==> config.mk <==
export PLATFORM = sky130hd
export DESIGN_NAME = gllsf_ctrl
export DESIGN_NICKNAME = d
export VERILOG_FILES = /design/src/rtl/gllsf_pkg.sv /design/src/rtl/gllsf_ctrl.sv
export SDC_FILE = /design/constraint.sdc
export NUM_CORES = 1
export LEC_CHECK = 0
export BUFFER_PORTS_ARGS = -buffer_cell sky130_fd_sc_hd__buf_2
export CELL_PAD_IN_SITES_DETAIL_PLACEMENT = 1
export CELL_PAD_IN_SITES_GLOBAL_PLACEMENT = 1
export CORE_AREA = 2 2 49 51
export DETAILED_ROUTE_END_ITERATION = 6
export DIE_AREA = 0 0 51 53
export PLACE_DENSITY = 0.76
export RECOVER_POWER = 50
export SYNTH_ARGS = -nofsm -noshare
export SYNTH_HDL_FRONTEND = slang
export SYNTH_SLANG_ARGS = --single-unit
==> constraint.sdc <==
create_clock -name clk -period 3 [get_ports clk]
set_input_delay 0.6 -clock clk [delete_from_list [all_inputs] [get_ports clk]]
set_output_delay 0.6 -clock clk [all_outputs]
set_load 0.005 [all_outputs]
==> src/rtl/gllsf_pkg.sv <==
// ----------------------------------------------------------------------------
// gllsf_pkg
// shared types, constants and command/status bundles of the gated line fit
// ----------------------------------------------------------------------------
`timescale 1ns / 1ps
`default_nettype none
package gllsf_pkg;

  localparam int MAX_POINTS = 65536;
  localparam int COORD_BITS = 16;
  localparam int CNT_BITS   = 17;
  localparam int MUL_STEPS  = 4;
  localparam int DIV_STEPS  = 33;

  typedef enum logic [1:0] {
    REG_SLOPE_GUESS  = 2'd0,
    REG_OFFSET_GUESS = 2'd1,
    REG_BAND         = 2'd2
  } reg_index_t;

  typedef enum logic [1:0] {
    FIT_VALID    = 2'd0,
    FIT_FEW      = 2'd1,
    FIT_SINGULAR = 2'd2
  } fit_status_t;

  typedef enum logic [2:0] {
    OP_N_SXX,
    OP_SX_SX,
    OP_N_SXY,
    OP_SX_SY,
    OP_SLOPE,
    OP_A_SX,
    OP_ICPT
  } solve_op_t;

  typedef enum logic [3:0] {
    ST_IDLE,
    ST_RESID,
    ST_GATE,
    ST_CHECK,
    ST_START,
    ST_MUL,
    ST_DIV,
    ST_DETCHK,
    ST_OUT
  } state_t;

  typedef struct packed {
    logic        load;
    logic        resid;
    logic        gate;
    logic        start;
    logic        step;
    logic        store;
    solve_op_t   op;
    logic        set_status;
    fit_status_t status_val;
    logic        out_load;
  } cmd_t;

  typedef struct packed {
    logic last;
    logic few;
    logic det_zero;
    logic done;
    logic out_full;
  } sts_t;

endpackage
`default_nettype wire

==> src/rtl/gllsf_ctrl.sv <==
// ----------------------------------------------------------------------------
// gllsf_ctrl
// sequencer: per-point gating steps and the final solve sequence
// ----------------------------------------------------------------------------
`timescale 1ns / 1ps
`default_nettype none
module gllsf_ctrl (
  input  wire              clk,
  input  wire              rst,
  input  wire              s_fire,
  output logic             s_ready,
  input  gllsf_pkg::sts_t  sts,
  output gllsf_pkg::cmd_t  cmd
);

  gllsf_pkg::state_t    state, state_next;
  gllsf_pkg::solve_op_t op, op_next;

  always_ff @(posedge clk) begin
    if (rst) begin
      state <= gllsf_pkg::ST_IDLE;
      op    <= gllsf_pkg::OP_N_SXX;
    end else begin
      state <= state_next;
      op    <= op_next;
    end
  end

  always_comb begin
    state_next     = state;
    op_next        = op;
    cmd            = '0;
    cmd.op         = op;
    cmd.status_val = gllsf_pkg::FIT_VALID;
    s_ready        = 1'b0;
    unique case (state)
      gllsf_pkg::ST_IDLE: begin
        s_ready  = 1'b1;
        cmd.load = s_fire;
        if (s_fire) state_next = gllsf_pkg::ST_RESID;
      end
      gllsf_pkg::ST_RESID: begin
        cmd.resid  = 1'b1;
        state_next = gllsf_pkg::ST_GATE;
      end
      gllsf_pkg::ST_GATE: begin
        cmd.gate   = 1'b1;
        state_next = sts.last ? gllsf_pkg::ST_CHECK : gllsf_pkg::ST_IDLE;
      end
      gllsf_pkg::ST_CHECK: begin
        if (sts.few) begin
          cmd.set_status = 1'b1;
          cmd.status_val = gllsf_pkg::FIT_FEW;
          state_next     = gllsf_pkg::ST_OUT;
        end else begin
          op_next    = gllsf_pkg::OP_N_SXX;
          state_next = gllsf_pkg::ST_START;
        end
      end
      gllsf_pkg::ST_START: begin
        cmd.start  = 1'b1;
        state_next = (op == gllsf_pkg::OP_SLOPE || op == gllsf_pkg::OP_ICPT) ?
                     gllsf_pkg::ST_DIV : gllsf_pkg::ST_MUL;
      end
      gllsf_pkg::ST_MUL: begin
        if (sts.done) begin
          cmd.store = 1'b1;
          unique case (op)
            gllsf_pkg::OP_N_SXX: begin
              op_next = gllsf_pkg::OP_SX_SX; state_next = gllsf_pkg::ST_START;
            end
            gllsf_pkg::OP_SX_SX: begin
              op_next = gllsf_pkg::OP_N_SXY; state_next = gllsf_pkg::ST_START;
            end
            gllsf_pkg::OP_N_SXY: begin
              op_next = gllsf_pkg::OP_SX_SY; state_next = gllsf_pkg::ST_START;
            end
            gllsf_pkg::OP_SX_SY: state_next = gllsf_pkg::ST_DETCHK;
            default: begin
              op_next = gllsf_pkg::OP_ICPT; state_next = gllsf_pkg::ST_START;
            end
          endcase
        end else begin
          cmd.step = 1'b1;
        end
      end
      gllsf_pkg::ST_DETCHK: begin
        cmd.set_status = 1'b1;
        if (sts.det_zero) begin
          cmd.status_val = gllsf_pkg::FIT_SINGULAR;
          state_next     = gllsf_pkg::ST_OUT;
        end else begin
          op_next    = gllsf_pkg::OP_SLOPE;
          state_next = gllsf_pkg::ST_START;
        end
      end
      gllsf_pkg::ST_DIV: begin
        if (sts.done) begin
          cmd.store = 1'b1;
          if (op == gllsf_pkg::OP_SLOPE) begin
            op_next    = gllsf_pkg::OP_A_SX;
            state_next = gllsf_pkg::ST_START;
          end else begin
            state_next = gllsf_pkg::ST_OUT;
          end
        end else begin
          cmd.step = 1'b1;
        end
      end
      gllsf_pkg::ST_OUT: begin
        if (!sts.out_full) begin
          cmd.out_load = 1'b1;
          state_next   = gllsf_pkg::ST_IDLE;
        end
      end
      default: state_next = gllsf_pkg::ST_IDLE;
    endcase
  end

  a_out_free: assert property (@(posedge clk) disable iff (rst)
    cmd.out_load |-> !sts.out_full) else $error("result overwritten");
  a_last_solve: assert property (@(posedge clk) disable iff (rst)
    (state == gllsf_pkg::ST_GATE && sts.last) |=> state == gllsf_pkg::ST_CHECK)
    else $error("last point did not start solve");
  a_store_done: assert property (@(posedge clk) disable iff (rst)
    cmd.store |-> sts.done) else $error("store before unit finished");

endmodule
`default_nettype wire

==> reports/results.tsv <==
metric	value	unit
total net switching power	80.8	uW
final critical-path share of the clock period	84.7	%
synth cell count leaders	nor3_1, nor2_1, dfxtp_1	
die area	2700	um^2
Vias	751	
Clock transition at path regs	60	ps
vias in the first global route	691	
hold crit path type	reg -> reg	
Distinct cells, synth	39	
Post CTS Setup Buffer Count	0	
share of cells above drive strength 1	27.8	%
Die X	51	um
CP max stage cell	dfxtp_1	
EDFF count, synth	0	
Synth Area per Inst	8.01	um^2
Setup Skew	4.94	ps
top cell type's share of synthesized area	19.6	%
cell count after synthesis	89	
area occupied by multi-input gates	517	um^2
Pre-antenna DRT Iters	4	
Worst Tran Pin Value	614	ps
CP Depth	4	
warnings from Yosys	0	
Yosys reg bits	7	
fmax	0.394	GHz
Final Hold Fails	0	
clk buf depth	2	
global-route wire length before repair	3190	um
Gate power share	22.1	%
Pwr per Cell Area	305	nW/um^2
Synth area leader	dfxtp_1	
Max transition margin	59.0	%
GRT Residual Overflow	0	
I/O pin total	22	
CP top delay family	simple AND/OR/NAND/NOR gates	
FF/Latch Area	140	um^2
register area share after synthesis	19.6	%
setup ws final	460	ps
TritonCTS Buffers	3	
wirelength, routed	1930	um
antenna violations before repair	0	
CTS Root Buffer Type	clkbuf_4	
CTS resizes	0	
per-cell routed wire length	14.2	um
RSZ-0062 raised after global routing	no	
WS Path Type	reg -> out	
Antenna diodes	0	
Main synth FF type	dfxtp_1	
Final Setup Violations	0	
status	finished, final reports clean	
max incr delay on CP	710	ps
CP cell instances	nand2_1 > or4b_1 > inv_2 > buf_2	
drt drc	0	
Initial Util	33.2	%
internal power	174	uW
Max Fanout on Critical Path	18	
core area	2150	um^2
Fillers	282	
synthesized area	713	um^2
gpl congestion	0.808	
CTS tree	yes	
clk_lat worst skew	260	ps
most common cell in the netlist	nor3_1	
r2r worst-path depth	4	
Max VDD drop	0.169	mV
switching share of power	31.8	%
Pleak	0.348	nW
clk sinks	7	
R2R Setup Slk	960	ps
cts hold-fix bufs	0	
num rows	17	
ANT nets after route	0	
top cells by area, synth	dfxtp_1, nor3_1, nor2b_1, nand2b_1, nor2_1	
Seq pwr share	43.1	%
die height	53	um
syn nets	97	
largest net degree at the start of global routing	19	
CP Data Required Time	2400	ps
Clk network pwr share	34.8	%
pre-CTS setup slack	793	ps
hpwl dp	1430	um
GRT Overall Usage	16.3	%
PortBufs	21	
fin crit period	2540	ps
DR vias/cell	5.52	
initial drt markers	12	
max-cap violation count	0	
crit path launch type	flip-flop	
Hold Path Depth	2	
Buf+Inv Stages, Crit Path	2	
max-slew violation count	0	
nets	117	
P&R area growth vs syn	17.0	%
Synth async-reset ratio	0	%
htree depth	1	
setup TNS	0	ps
Arr. time, crit path	1940	ps
critical path endpoint category	output pin	
## worst reg2reg max path, cell delays in order, from the launching register on
cell	delay (ps)
dfxtp_1	710
nand2_1	140
or4b_1	650
nand3_4	130
mux2_4	300
## layer usage
metal	vias to the layer above	part of all wire [%]	global-route usage (%)
met5	-	0	0
li1	372	-	-
met2	15	46	25.1
met4	0	2.0	8.11
met3	4	3.2	4.24
met1	360	48	21.0
## path summary, 6_finish.rpt
check           end  startpoint
max          cmd[1]    state[0]
min           op[0]       op[0]
max reg2reg   op[2]    state[0]
min reg2reg   op[0]       op[0]
## placed cells by master, fill, tap and decap left out, types with 3 or more instances in the layout
cell	instances
nand3b_1	3
nor2b_1	6
inv_1	3
a21oi_1	4
clkbuf_4	3
dfxtp_1	7
nor3_1	9
clkbuf_1	4
nor2_1	8
buf_2	18
nand2b_1	5
nand2_1	4
## flip-flops by register name, indices dropped and copies added (netlist names)
register  flops
state         4
op            3
## through the flow
stage	utilization, %	hold slack (ps)	instance area (um^2)	instances	total power [mW]
finish	38.8	562	835	136	0.254
global route	38.8	621	835	136	0.273
CTS	39.4	576	846	136	0.260
detailed placement	38.1	575	820	132	0.169
global placement	38.1	558	820	132	0.167
floorplan	-	533	713	89	0.152
## kinds of logic (layout without fill, tap and decap cells)
kind of cell / Yosys count / in the layout / share of synthesized area [%]
AND/OR/NAND/NOR: 50 / 50 / 44.0
AO/OA/AOI/OAI: 18 / 18 / 23.0
buffers and inverters: 10 / 29 / 6.84
flip-flops: 7 / 7 / 19.6
multiplexers: 4 / 4 / 6.49
## cell type report
class,count,area share (%)
repair buffers,21,12.1
well taps,28,4.20
multi-input cells,72,61.9
clock buffers,4,3.15
flip-flops and latches,7,16.8
inverters,4,1.80
## power groups by stage
stage	sequential, mW	combinational (mW)	clock (mW)
floorplan	0.100	0.0516	0
global placement	0.111	0.0568	0
CTS	0.110	0.0575	0.0925
detailed placement	0.112	0.0572	0
global route	0.111	0.0639	0.0986
finish	0.110	0.0563	0.0884
Power figures use the tool's default switching activity.
